$ cat src/hw/rtl/lprd_pkg.sv
`default_nettype none

package lprd_pkg;

   localparam int BYTE_W   = 8;
   localparam int LEN_W    = 32;
   localparam int KIND_W   = 3;
   localparam int CSR_IDX_W = 1;
   localparam int LEN_BYTES = 4;

   localparam logic [1:0] LEN_IDX_LAST = 2'(LEN_BYTES - 1);

   localparam logic [KIND_W-1:0] KIND_METHOD = 3'd0;
   localparam logic [KIND_W-1:0] KIND_PLEN   = 3'd1;
   localparam logic [KIND_W-1:0] KIND_PATH   = 3'd2;
   localparam logic [KIND_W-1:0] KIND_BLEN   = 3'd3;
   localparam logic [KIND_W-1:0] KIND_BODY   = 3'd4;

   localparam logic [CSR_IDX_W-1:0] CSR_MAX_PATH = 1'd0;
   localparam logic [CSR_IDX_W-1:0] CSR_MAX_BODY = 1'd1;

   localparam logic [LEN_W-1:0] LEN_LIMIT_RESET = '1;

   typedef enum logic [4:0] {
      PH_METHOD = 5'b00001,
      PH_PLEN   = 5'b00010,
      PH_PATH   = 5'b00100,
      PH_BLEN   = 5'b01000,
      PH_BODY   = 5'b10000
   } phase_type;

   typedef struct packed {
      phase_type         phase;
      logic [1:0]        len_idx;
      logic [LEN_W-1:0]  len_acc;
      logic [LEN_W-1:0]  bytes_rem;
   } parse_state_type;

   typedef struct packed {
      logic [KIND_W-1:0] field_kind;
      logic [BYTE_W-1:0] byte_value;
      logic              field_last;
      logic              frame_end;
      logic [LEN_W-1:0]  declared_length;
      logic              too_long;
   } result_type;

   typedef struct packed {
      logic [LEN_W-1:0] max_path_length;
      logic [LEN_W-1:0] max_body_length;
   } limits_type;

endpackage

`default_nettype wire

$ cat src/hw/rtl/lprd_req_if.sv
`default_nettype none

interface lprd_req_if;
   import lprd_pkg::*;

   logic              valid;
   logic              ready;
   logic [BYTE_W-1:0] data_byte;

   modport source (output valid, output data_byte, input ready);
   modport sink   (input valid, input data_byte, output ready);
endinterface

`default_nettype wire

$ cat src/hw/rtl/lprd_rsp_if.sv
`default_nettype none

interface lprd_rsp_if;
   import lprd_pkg::*;

   logic              valid;
   logic              ready;
   logic [KIND_W-1:0] field_kind;
   logic [BYTE_W-1:0] byte_value;
   logic              field_last;
   logic              frame_end;
   logic [LEN_W-1:0]  declared_length;
   logic              too_long;

   modport source (output valid, output field_kind, output byte_value, output field_last,
                   output frame_end, output declared_length, output too_long, input ready);
   modport sink   (input valid, input field_kind, input byte_value, input field_last,
                   input frame_end, input declared_length, input too_long, output ready);
endinterface

`default_nettype wire

$ cat src/hw/rtl/lprd_parse.sv
`default_nettype none

module lprd_parse (
   input  lprd_pkg::parse_state_type state,
   input  logic [lprd_pkg::BYTE_W-1:0] data_byte,
   input  lprd_pkg::limits_type      limits,
   output lprd_pkg::parse_state_type state_next,
   output lprd_pkg::result_type      result
);
   import lprd_pkg::*;

   logic [LEN_W-1:0] acc_shift;
   logic [LEN_W-1:0] rem_dec;
   logic [LEN_W-1:0] limit;
   logic             is_path;

   assign acc_shift = {state.len_acc[LEN_W-BYTE_W-1:0], data_byte};
   assign rem_dec   = (state.bytes_rem != '0) ? state.bytes_rem - LEN_W'(1) : state.bytes_rem;
   assign is_path   = (state.phase == PH_PLEN) || (state.phase == PH_PATH);
   assign limit     = is_path ? limits.max_path_length : limits.max_body_length;

   always_comb begin
      state_next             = state;
      result.field_kind      = KIND_METHOD;
      result.byte_value      = data_byte;
      result.field_last      = 1'b0;
      result.frame_end       = 1'b0;
      result.declared_length = '0;
      result.too_long        = 1'b0;

      case (state.phase)
         PH_PLEN, PH_BLEN: begin
            result.field_kind = is_path ? KIND_PLEN : KIND_BLEN;
            if (state.len_idx == LEN_IDX_LAST) begin
               result.field_last      = 1'b1;
               result.declared_length = acc_shift;
               result.too_long        = acc_shift > limit;
               state_next.bytes_rem   = acc_shift;
               state_next.len_idx     = '0;
               state_next.len_acc     = '0;
               if (acc_shift != '0) begin
                  state_next.phase = is_path ? PH_PATH : PH_BODY;
               end else if (is_path) begin
                  state_next.phase = PH_BLEN;
               end else begin
                  result.frame_end = 1'b1;
                  state_next.phase = PH_METHOD;
               end
            end else begin
               state_next.len_idx = state.len_idx + 2'd1;
               state_next.len_acc = acc_shift;
            end
         end
         PH_PATH, PH_BODY: begin
            result.field_kind    = is_path ? KIND_PATH : KIND_BODY;
            state_next.bytes_rem = rem_dec;
            if (rem_dec == '0) begin
               result.field_last  = 1'b1;
               state_next.len_idx = '0;
               state_next.len_acc = '0;
               if (is_path) begin
                  state_next.phase = PH_BLEN;
               end else begin
                  result.frame_end = 1'b1;
                  state_next.phase = PH_METHOD;
               end
            end
         end
         default: begin
            result.field_last    = 1'b1;
            state_next.phase     = PH_PLEN;
            state_next.len_idx   = '0;
            state_next.len_acc   = '0;
            state_next.bytes_rem = '0;
         end
      endcase
   end

endmodule

`default_nettype wire

$ cat src/hw/rtl/length_prefixed_request_deframer.sv
// Request frame deframer: one received byte per req_channel transaction,
// one tagged result per rsp_channel transaction.
// Frame: method byte, 4-byte big-endian path length, path bytes,
// 4-byte big-endian body length, body bytes; then the next frame starts.
// Each result carries field_kind, the byte, field_last, frame_end, and on the
// last length byte the assembled declared_length and the too_long flag.
// Latency: the result is valid in the cycle after its byte is accepted.
// Throughput: one byte per cycle unless stalled; the parse state update and
// the result register are one short step (32-bit compare, 32-bit decrement).
// Stall: the result register holds while rsp_channel.ready is low, and
// req_channel.ready drops until the pending result is taken.
// Config: csr_write_enable writes csr_write_data to register csr_index
// (0 max_path_length, 1 max_body_length); write only while idle.
// Reset (synchronous, active high): parser returns to the method byte,
// no result pending, both limits set to all ones.
`default_nettype none

module length_prefixed_request_deframer (
   input  logic                              clock,
   input  logic                              reset,
   lprd_req_if.sink                          req_channel,
   lprd_rsp_if.source                        rsp_channel,
   input  logic                              csr_write_enable,
   input  logic [lprd_pkg::CSR_IDX_W-1:0]    csr_index,
   input  logic [lprd_pkg::LEN_W-1:0]        csr_write_data
);
   import lprd_pkg::*;

   parse_state_type state_ff, state_in;
   result_type      result_ff, result_in;
   limits_type      limits_ff, limits_in;
   logic            rsp_valid_ff, rsp_valid_in;
   logic            req_take;

   assign req_channel.ready = !rsp_valid_ff || rsp_channel.ready;
   assign req_take          = req_channel.valid && req_channel.ready;

   lprd_parse u_parse (
      .state      (state_ff),
      .data_byte  (req_channel.data_byte),
      .limits     (limits_ff),
      .state_next (state_in),
      .result     (result_in)
   );

   always_comb begin
      limits_in = limits_ff;
      if (csr_write_enable) begin
         case (csr_index)
            CSR_MAX_PATH: limits_in.max_path_length = csr_write_data;
            CSR_MAX_BODY: limits_in.max_body_length = csr_write_data;
            default:      limits_in = limits_ff;
         endcase
      end
   end

   assign rsp_valid_in = req_take || (rsp_valid_ff && !rsp_channel.ready);

   always_ff @(posedge clock) begin
      if (reset) begin
         state_ff.phase                  <= PH_METHOD;
         state_ff.len_idx                <= '0;
         state_ff.len_acc                <= '0;
         state_ff.bytes_rem              <= '0;
         limits_ff.max_path_length       <= LEN_LIMIT_RESET;
         limits_ff.max_body_length       <= LEN_LIMIT_RESET;
         rsp_valid_ff                    <= 1'b0;
      end else begin
         if (req_take) begin
            state_ff <= state_in;
         end
         limits_ff    <= limits_in;
         rsp_valid_ff <= rsp_valid_in;
      end
   end

   always_ff @(posedge clock) begin
      if (req_take) begin
         result_ff <= result_in;
      end
   end

   assign rsp_channel.valid           = rsp_valid_ff;
   assign rsp_channel.field_kind      = result_ff.field_kind;
   assign rsp_channel.byte_value      = result_ff.byte_value;
   assign rsp_channel.field_last      = result_ff.field_last;
   assign rsp_channel.frame_end       = result_ff.frame_end;
   assign rsp_channel.declared_length = result_ff.declared_length;
   assign rsp_channel.too_long        = result_ff.too_long;

`ifndef SYNTHESIS
   a_frame_end_last: assert property (@(posedge clock)
      rsp_valid_ff && result_ff.frame_end |-> result_ff.field_last)
      else $error("frame_end without field_last");

   a_too_long_on_len: assert property (@(posedge clock)
      rsp_valid_ff && result_ff.too_long |->
         result_ff.field_last &&
         (result_ff.field_kind == KIND_PLEN || result_ff.field_kind == KIND_BLEN))
      else $error("too_long outside a last length byte");

   a_dlen_on_len: assert property (@(posedge clock)
      rsp_valid_ff && (result_ff.declared_length != '0) |->
         result_ff.field_last &&
         (result_ff.field_kind == KIND_PLEN || result_ff.field_kind == KIND_BLEN))
      else $error("declared_length outside a last length byte");

   a_reset_phase: assert property (@(posedge clock)
      reset |=> (state_ff.phase == PH_METHOD) && !rsp_valid_ff)
      else $error("parser not at method byte after reset");

   a_stall_blocks: assert property (@(posedge clock) disable iff (reset)
      rsp_valid_ff && !rsp_channel.ready |-> !req_channel.ready)
      else $error("input accepted while result stalled");
`endif

endmodule

`default_nettype wire
$ cat src/flat_wrapper.sv
// flat-port wrapper written by rule: the top's interface ports become plain ports
module length_prefixed_request_deframer_flat import lprd_pkg::*;
  (clock, reset, csr_write_enable, csr_index, csr_write_data, req_channel_valid, req_channel_data_byte, req_channel_ready, rsp_channel_valid, rsp_channel_field_kind, rsp_channel_byte_value, rsp_channel_field_last, rsp_channel_frame_end, rsp_channel_declared_length, rsp_channel_too_long, rsp_channel_ready);
  lprd_req_if req_channel_i ();
  lprd_rsp_if rsp_channel_i ();
  input  logic clock;
  input  logic reset;
  input  logic csr_write_enable;
  input  logic [lprd_pkg::CSR_IDX_W-1:0] csr_index;
  input  logic [lprd_pkg::LEN_W-1:0] csr_write_data;
  input wire logic [$bits(req_channel_i.valid)-1:0] req_channel_valid;
  input wire logic [$bits(req_channel_i.data_byte)-1:0] req_channel_data_byte;
  output wire logic [$bits(req_channel_i.ready)-1:0] req_channel_ready;
  output wire logic [$bits(rsp_channel_i.valid)-1:0] rsp_channel_valid;
  output wire logic [$bits(rsp_channel_i.field_kind)-1:0] rsp_channel_field_kind;
  output wire logic [$bits(rsp_channel_i.byte_value)-1:0] rsp_channel_byte_value;
  output wire logic [$bits(rsp_channel_i.field_last)-1:0] rsp_channel_field_last;
  output wire logic [$bits(rsp_channel_i.frame_end)-1:0] rsp_channel_frame_end;
  output wire logic [$bits(rsp_channel_i.declared_length)-1:0] rsp_channel_declared_length;
  output wire logic [$bits(rsp_channel_i.too_long)-1:0] rsp_channel_too_long;
  input wire logic [$bits(rsp_channel_i.ready)-1:0] rsp_channel_ready;
  assign req_channel_i.valid = req_channel_valid;
  assign req_channel_i.data_byte = req_channel_data_byte;
  assign req_channel_ready = req_channel_i.ready;
  assign rsp_channel_valid = rsp_channel_i.valid;
  assign rsp_channel_field_kind = rsp_channel_i.field_kind;
  assign rsp_channel_byte_value = rsp_channel_i.byte_value;
  assign rsp_channel_field_last = rsp_channel_i.field_last;
  assign rsp_channel_frame_end = rsp_channel_i.frame_end;
  assign rsp_channel_declared_length = rsp_channel_i.declared_length;
  assign rsp_channel_too_long = rsp_channel_i.too_long;
  assign rsp_channel_i.ready = rsp_channel_ready;
  length_prefixed_request_deframer u_core (.clock(clock), .reset(reset), .req_channel(req_channel_i), .rsp_channel(rsp_channel_i), .csr_write_enable(csr_write_enable), .csr_index(csr_index), .csr_write_data(csr_write_data));
endmodule
$ cat config.mk
export PLATFORM = sky130hd
export DESIGN_NAME = length_prefixed_request_deframer_flat
export DESIGN_NICKNAME = d
export VERILOG_FILES = /design/src/hw/rtl/lprd_pkg.sv /design/src/hw/rtl/lprd_req_if.sv /design/src/hw/rtl/lprd_rsp_if.sv /design/src/hw/rtl/lprd_parse.sv /design/src/hw/rtl/length_prefixed_request_deframer.sv /design/src/flat_wrapper.sv
export SDC_FILE = /design/constraint.sdc
export NUM_CORES = 1
export LEC_CHECK = 0
export BUFFER_PORTS_ARGS = -buffer_cell sky130_fd_sc_hd__buf_2
export CORE_ASPECT_RATIO = 1.75
export CORE_MARGIN = 1.5
export CORE_UTILIZATION = 30
export DETAILED_ROUTE_END_ITERATION = 10
export GPL_TIMING_DRIVEN = 0
export PLACE_DENSITY = 0.51
export SYNTH_ARGS = -nofsm -noshare
export SYNTH_HDL_FRONTEND = slang
export SYNTH_SLANG_ARGS = --single-unit
$ cat constraint.sdc
create_clock -name clock -period 5.7 [get_ports clock]
set_clock_uncertainty 0.05 [all_clocks]
set_input_delay 1.14 -clock clock [delete_from_list [all_inputs] [get_ports clock]]
set_output_delay 1.14 -clock clock [all_outputs]
set_load 0.05 [all_outputs]
### Word level (Yosys, flattened, before mapping)

Index checks and enable logic that the tools add are counted.

| storage, ports and cells | value |
|---|---|
| register bits after elaboration | 174 |
| input port bits | 46 |
| output and inout bits | 48 |

| cells by class | value |
|---|---|
| add/sub/neg operators | 2 |
| $lt $le $gt $ge | 1 |
| eq/ne operators | 7 |
| multiplexer cells | 19 |
| bitwise logic cells | 1 |
| reduce and logical (&&, ||, !) cells | 18 |

Operator list:

| kind | count |
|---|---|
| $pmux 71 s2 | 1 |
| $mux 32 | 3 |
| $reduce_bool 32->1 | 2 |
| $mux 39 | 1 |
| $mux 35 | 1 |
| $mux 34 | 1 |
| $gt 32x32->1 | 1 |
| $logic_not 32->1 | 1 |
| $sub 32x1->32 const B | 1 |
| $mux 5 | 3 |
| $reduce_and 2->1 | 5 |
| $pmux 3 s2 | 1 |
| $eq 5x2->1 const B | 1 |
| $eq 5x3->1 const B | 1 |
| $eq 5x4->1 const B | 1 |
| $eq 5x5->1 const B | 1 |
| $mux 2 | 2 |
| $mux 4 | 1 |
| $ne 2x2->1 const B | 2 |
| $pmux 1 s2 | 2 |
| $reduce_or 2->1 | 2 |
| $logic_or 1x1->1 | 3 |
| $mux 3 | 1 |
| $reduce_and 3->1 | 1 |
| 6 further kinds | 9 |

### Depth between registers and ports, before layout

| depth | value |
|---|---|
| depth in word-level cells | 6 |
| depth in mapped cells | 15 |
| gate-level depth less buffers | 13 |

### Modules after synthesis

A second synthesis with hierarchy kept.

| unflattened totals | value |
|---|---|
| cells, all modules | 1147 |
| area, all modules | 10567.6 um^2 |

Modules (own cells, without submodules):

| module | instances | cells an instance | area each (um^2) | seq. area each (um^2) |
|---|---|---|---|---|
| length_prefixed_request_deframer | 1 | 625 | 7013.0 | 4103.9 |
| lprd_parse | 1 | 522 | 3554.7 | 0.0 |

### Least setup slack after synthesis

OpenSTA, ideal clock, no wires.

| timing | value |
|---|---|
| path type | input to register |
| from | in rsp_channel_ready |
| to | reg u_core.state_ff[13] (netlist name) |
| arrival time | 3732 ps |
| required time | 5518 ps |
| setup slack | 1786 ps |
| stages on the path | 9 |
| cell sequence | nand2b_1 > nand2_1 > clkbuf_1 > inv_1 > nand2_1 > clkbuf_1 > clkbuf_1 > a221oi_1 > nor3_1 |

| between the ends | value |
|---|---|
| word-level cells in the longest chain between the ends | 3 |

Ends and longest elaborated chain:

| what | line | RTL |
|---|---|---|
| start, declared | flat_wrapper.sv:21 | `input wire logic [$bits(rsp_channel_i.ready)-1:0] rsp_channel_ready;` |
| $logic_or 1x1->1 | length_prefixed_request_deframer.sv:35 | `assign req_channel.ready = !rsp_valid_ff \|\| rsp_channel.ready;` |
| $logic_and 1x1->1 | length_prefixed_request_deframer.sv:36 | `assign req_take = req_channel.valid && req_channel.ready;` |
| net u_core.req_take | length_prefixed_request_deframer.sv:33 | `logic req_take;` |
| $reduce_and 2->1 (no source line) | n/a |  |
| end signal, assigned | length_prefixed_request_deframer.sv:70 | `state_ff <= state_in;` |
| end, declared | length_prefixed_request_deframer.sv:29 | `parse_state_type state_ff, state_in;` |

The timed path passes the listed nets, and every way through them passes these cells.
A chain may end at the register's enable or synchronous reset.

### Worst setup path in the final report

| timing | value |
|---|---|
| from | reg u_core.state_ff[70] (netlist name) |
| to | reg u_core.result_ff, in the netlist u_core.rsp_channel.too_long (data pin) |

| between the ends | value |
|---|---|
| word-level cells in the longest chain between the ends | 4 |
| elaborated cells on any way between the ends | 8 |
| classes of those cells | order compare: 1; eq/ne: 3; mux: 1; reduce/logical: 3 |

Ends and longest elaborated chain:

| what | line | RTL |
|---|---|---|
| $eq 5x2->1 / $eq 5x3->1 (equally long branches) | lprd_parse.sv:19, lprd_parse.sv:31 |  |
| $logic_or 1x1->1 | lprd_parse.sv:19 | `assign is_path = (state.phase == PH_PLEN) \|\| (state.phase == PH_PATH);` |
| $mux 32 | lprd_parse.sv:20 | `assign limit = is_path ? limits.max_path_length : limits.max_body_length;` |
| $gt 32x32->1 | lprd_parse.sv:37 | `result.too_long = acc_shift > limit;` |
| end signal, assigned | length_prefixed_request_deframer.sv:79 | `result_ff <= result_in;` |
| end, declared | length_prefixed_request_deframer.sv:30 | `result_type result_ff, result_in;` |

Several ways; a longest one is shown, not always the timed one.

==> results.txt <==
----------------------------------------------------
[Run status]
  Result of the run ... finished, final reports clean

[Logic synthesis]
  Top flip-flop cell by instance count after synthesis ... sky130_fd_sc_hd__dfxtp_1
  Cell area after technology mapping ... 8810 um^2
  Arithmetic-cell share of the synthesized area counting full adders, half adders and majority gates ... 0.0497
  Post-Synthesis Cells ... 956
  Share of synthesized area spent on multiplexers ... 0.0775
  Post-synthesis simple-gate area fraction ... 0.226
  Main combinational cell family by area after synthesis ... simple AND/OR/NAND/NOR gates
  Sequential share of the synthesized area ... 0.448
  Number of register bits inferred by synthesis ... 174
  Compound-gate portion of the synthesized area ... 0.141
  Share of flip-flops with an asynchronous set or reset after synthesis ... 0
  Number of synthesized flops with an enable pin ... 46
  Number of warnings reported in the yosys synthesis log ... 0
  Xor and xnor area share after synthesis ... 0.0179
  Net count after synthesis ... 1037
  Number of different library cells in the post-synthesis netlist ... 62
  Syn_area_per_cell ... 9.22 um^2

[Clock network]
  Deepest clock path buffer count ... 2
  Post-CTS Repair Setup Buffers ... 0
  CTS tree ... built
  Cells resized by post-CTS repair ... 0
  Clock Root Buffer ... sky130_fd_sc_hd__clkbuf_16
  TritonCTS sink count ... 174
  Clock latency on the worst-skew pair ... 460 ps
  Cts-stage hold buffer count ... 0
  Number of levels the H-tree was split into ... 4
  CTS clk-pin slew, worst paths ... 70 ps
  Total clock buffers created by CTS ... 17

[GRT]
  Overflow after GRT ... 0
  Maximum number of pins on one net before global-route repair ... 43
  Global-route wire length before repair ... 46.0 mm
  Initial antenna violation count ... 0
  Number of global-route vias before repair ... 7824
  Total routing resource utilization after global routing ... 0.202

[Pwr]
  Switch Pwr ... 0.951 mW
  Leak Pwr ... 4.23 nW
  Power share of the combinational group ... 0.170
  Internal cell power ... 2.09 mW
  Net switching share of the total power ... 0.313
  Clock power share ... 0.384
  Worst voltage drop across the vdd grid ... 0.000222 V
  Fraction of power consumed by sequential logic ... 0.446
  Power per unit of standard cell area ... 294 nW/um^2

[Timing]
  Final Slew Violations ... 0
  Shortest clock period the worst path allows after layout ... 4710 ps
  FMAX ... 213 MHz
  Slew @ Worst Pin ... 1000 ps
  Count of endpoints failing setup in the final report ... 0
  Final critical-path share of the clock period ... 0.826
  Slew HR ... 0.332
  RSZ-0062 raised after global routing ... false
  Summed negative setup slack over all endpoints ... 0 ps
  Hold Fails Final Rpt ... 0

[Job]
  Max-cap viol count ... 0

[Worst setup path]
  Path type of the worst setup path ... reg -> reg
  Top fanout value on the critical path ... 10
  Critical Path Source Type ... flop
  Worst Path Arrival ... 4960 ps
  Capturing element type of the critical path ... flop
  Data required time at the worst endpoint ... 5950 ps

[Routing]
  Wire length per cell after detailed routing ... 20.8 um
  Via count ... 7766
  Number of DRC violations after detailed-routing iteration 0 ... 479
  Post-route DRC violation count ... 0
  Antenna-violating nets left ... 0
  Aggregate routed wire length ... 30.3 mm
  Mean number of vias per cell ... 5.33
  DRT Pass-1 Iters ... 5

[Hold path]
  Worst hold path class ... reg -> reg

[Finish]
  Ant diodes ... 0
  Growth of design area from synthesis to finish ... 17.3%
  Most used cells in the layout excluding fill and tap cells ... sky130_fd_sc_hd__dfxtp_1 (128), sky130_fd_sc_hd__nand2_1 (110), sky130_fd_sc_hd__buf_2 (95)
  Number of fillers in the final layout ... 3040
  Layout cells sized above 1 ... 0.139
  Net count reported at finish ... 1147
  Most common cell after layout, fill and taps aside ... sky130_fd_sc_hd__dfxtp_1
  Final core area utilization ... 0.360

[Place]
  IO Port Bufs ... 90
  Placer congestion estimate ... 0.902
  HPWL after detailed placement ... 23.2 mm

[Die]
  Area of the placeable core ... 28700 um^2
  Die span in y ... 230 um
  Initial Util ... 0.307
  Site row count ... 82
  Die Footprint ... 30500 um^2
  I/O pin cnt ... 94
  Die boundary width ... 133 um

----------------------------------------------------
-- worst paths after layout --
check                                          start  cells past startpoint  slack, ps                          end
worst min-delay path            u_core.limits_ff[10]                      2        420         u_core.limits_ff[10]
worst max-delay path             u_core.state_ff[70]                     13        990  u_core.rsp_channel.too_long
worst min register to register  u_core.limits_ff[10]                      2        420         u_core.limits_ff[10]
worst max register to register   u_core.state_ff[70]                     13        990  u_core.rsp_channel.too_long
-- metrics by stage --
stage / hold slack [ps] / worst slack, ps / power [mW] / area, um^2 / cells
after floorplan: 386 / 1790 / 1.73 / 8810 / 956
after global placement: 398 / 488 / 1.90 / 9740 / 1424
after detailed placement: 405 / 991 / 1.90 / 9760 / 1425
after CTS: 424 / 932 / 3.06 / 10300 / 1457
after global routing: 444 / 762 / 3.16 / 10300 / 1457
final: 419 / 994 / 3.04 / 10300 / 1457
-- synth_stat cells, drive strengths merged (3+ instances only) --
cell type / count / area share
xnor2: 12 / 0.012
buf: 14 / 0.0084
or3: 12 / 0.0085
nand2b: 6 / 0.0043
nand3: 73 / 0.042
nand4: 12 / 0.0085
a21o: 7 / 0.0060
a21oi: 39 / 0.022
nor2: 58 / 0.025
nand2: 110 / 0.047
edfxtp: 46 / 0.16
inv: 13 / 0.0055
a221oi: 13 / 0.013
a22oi: 7 / 0.0060
o211ai: 5 / 0.0043
a31oi: 3 / 0.0021
or2: 6 / 0.0043
ha: 35 / 0.050
xor2: 6 / 0.0060
nor4: 22 / 0.019
o21a: 7 / 0.0060
a22o: 19 / 0.019
a2111oi: 3 / 0.0051
nor3: 40 / 0.023
and3: 33 / 0.023
a32o: 7 / 0.0080
a211oi: 12 / 0.010
or4: 5 / 0.0051
o41ai: 3 / 0.0030
and2: 5 / 0.0035
dfxtp: 128 / 0.29
nor2b: 5 / 0.0035
o21ai: 36 / 0.020
clkbuf: 62 / 0.026
mux2i: 66 / 0.075
-- critical path, stage by stage (launching register included) --
cell and delay (ps):
sky130_fd_sc_hd__dfxtp_1 350, sky130_fd_sc_hd__or2_2 300, sky130_fd_sc_hd__clkbuf_1 150, sky130_fd_sc_hd__nor3_2 620, sky130_fd_sc_hd__clkbuf_1 760, sky130_fd_sc_hd__mux2i_1 180
sky130_fd_sc_hd__ha_1 370, sky130_fd_sc_hd__nand4_1 170, sky130_fd_sc_hd__nor2_1 190, sky130_fd_sc_hd__nand2_1 110, sky130_fd_sc_hd__nor3_1 460, sky130_fd_sc_hd__o21ai_0 190
sky130_fd_sc_hd__a31oi_1 360, sky130_fd_sc_hd__o2111a_1 280
-- metal layers --
metal	up-vias	GRT usage	share of wire
li1	3738	-	-
met1	3723	0.201	0.37
met2	215	0.381	0.54
met3	90	0.0315	0.031
met4	0	0.137	0.060
met5	-	0	0
-- cells by family (layout without fill, tap and decap cells) --
logic type,after synthesis,after routing
muxes,68,68
buffers and inverters,89,212
adders and majority gates,35,35
AOI/OAI and AO/OA,175,175
DFF,174,174
and+or+nand+nor,397,397
xor gates and xnor gates,18,18
-- flip-flops by register name (all words and copies together) (netlist names) --
signal                              cells
u_core.rsp_channel.frame_end            1
u_core.rsp_channel.valid                1
u_core.state_ff                        63
u_core.rsp_channel.byte_value           8
u_core.rsp_channel.declared_length     32
u_core.limits_ff                       64
u_core.rsp_channel.field_last           1
u_core.rsp_channel.field_kind           3
u_core.rsp_channel.too_long             1
-- final cells by class --
cell class / instances / area [um^2] / share of cell area
buffer: 76 / 307 / 0.0297
clock buffer: 18 / 450 / 0.0436
sequential: 174 / 3940 / 0.382
clock inverter: 14 / 125 / 0.0121
multi-input combinational: 693 / 4520 / 0.437
timing repair buffer: 91 / 470 / 0.0455
tap: 378 / 473 / 0.0458
inverter: 13 / 48.8 / 0.00472
-- power by group through the flow --
stage                     logic, mW  clock network, mW  registers (mW)
after floorplan               0.301                  0            1.43
after global placement        0.513                  0            1.38
after detailed placement      0.515                  0            1.38
after CTS                     0.518               1.19            1.35
after global routing          0.562               1.24            1.36
final                         0.516               1.17            1.35
No activity file was read; power rests on OpenSTA's default activity.
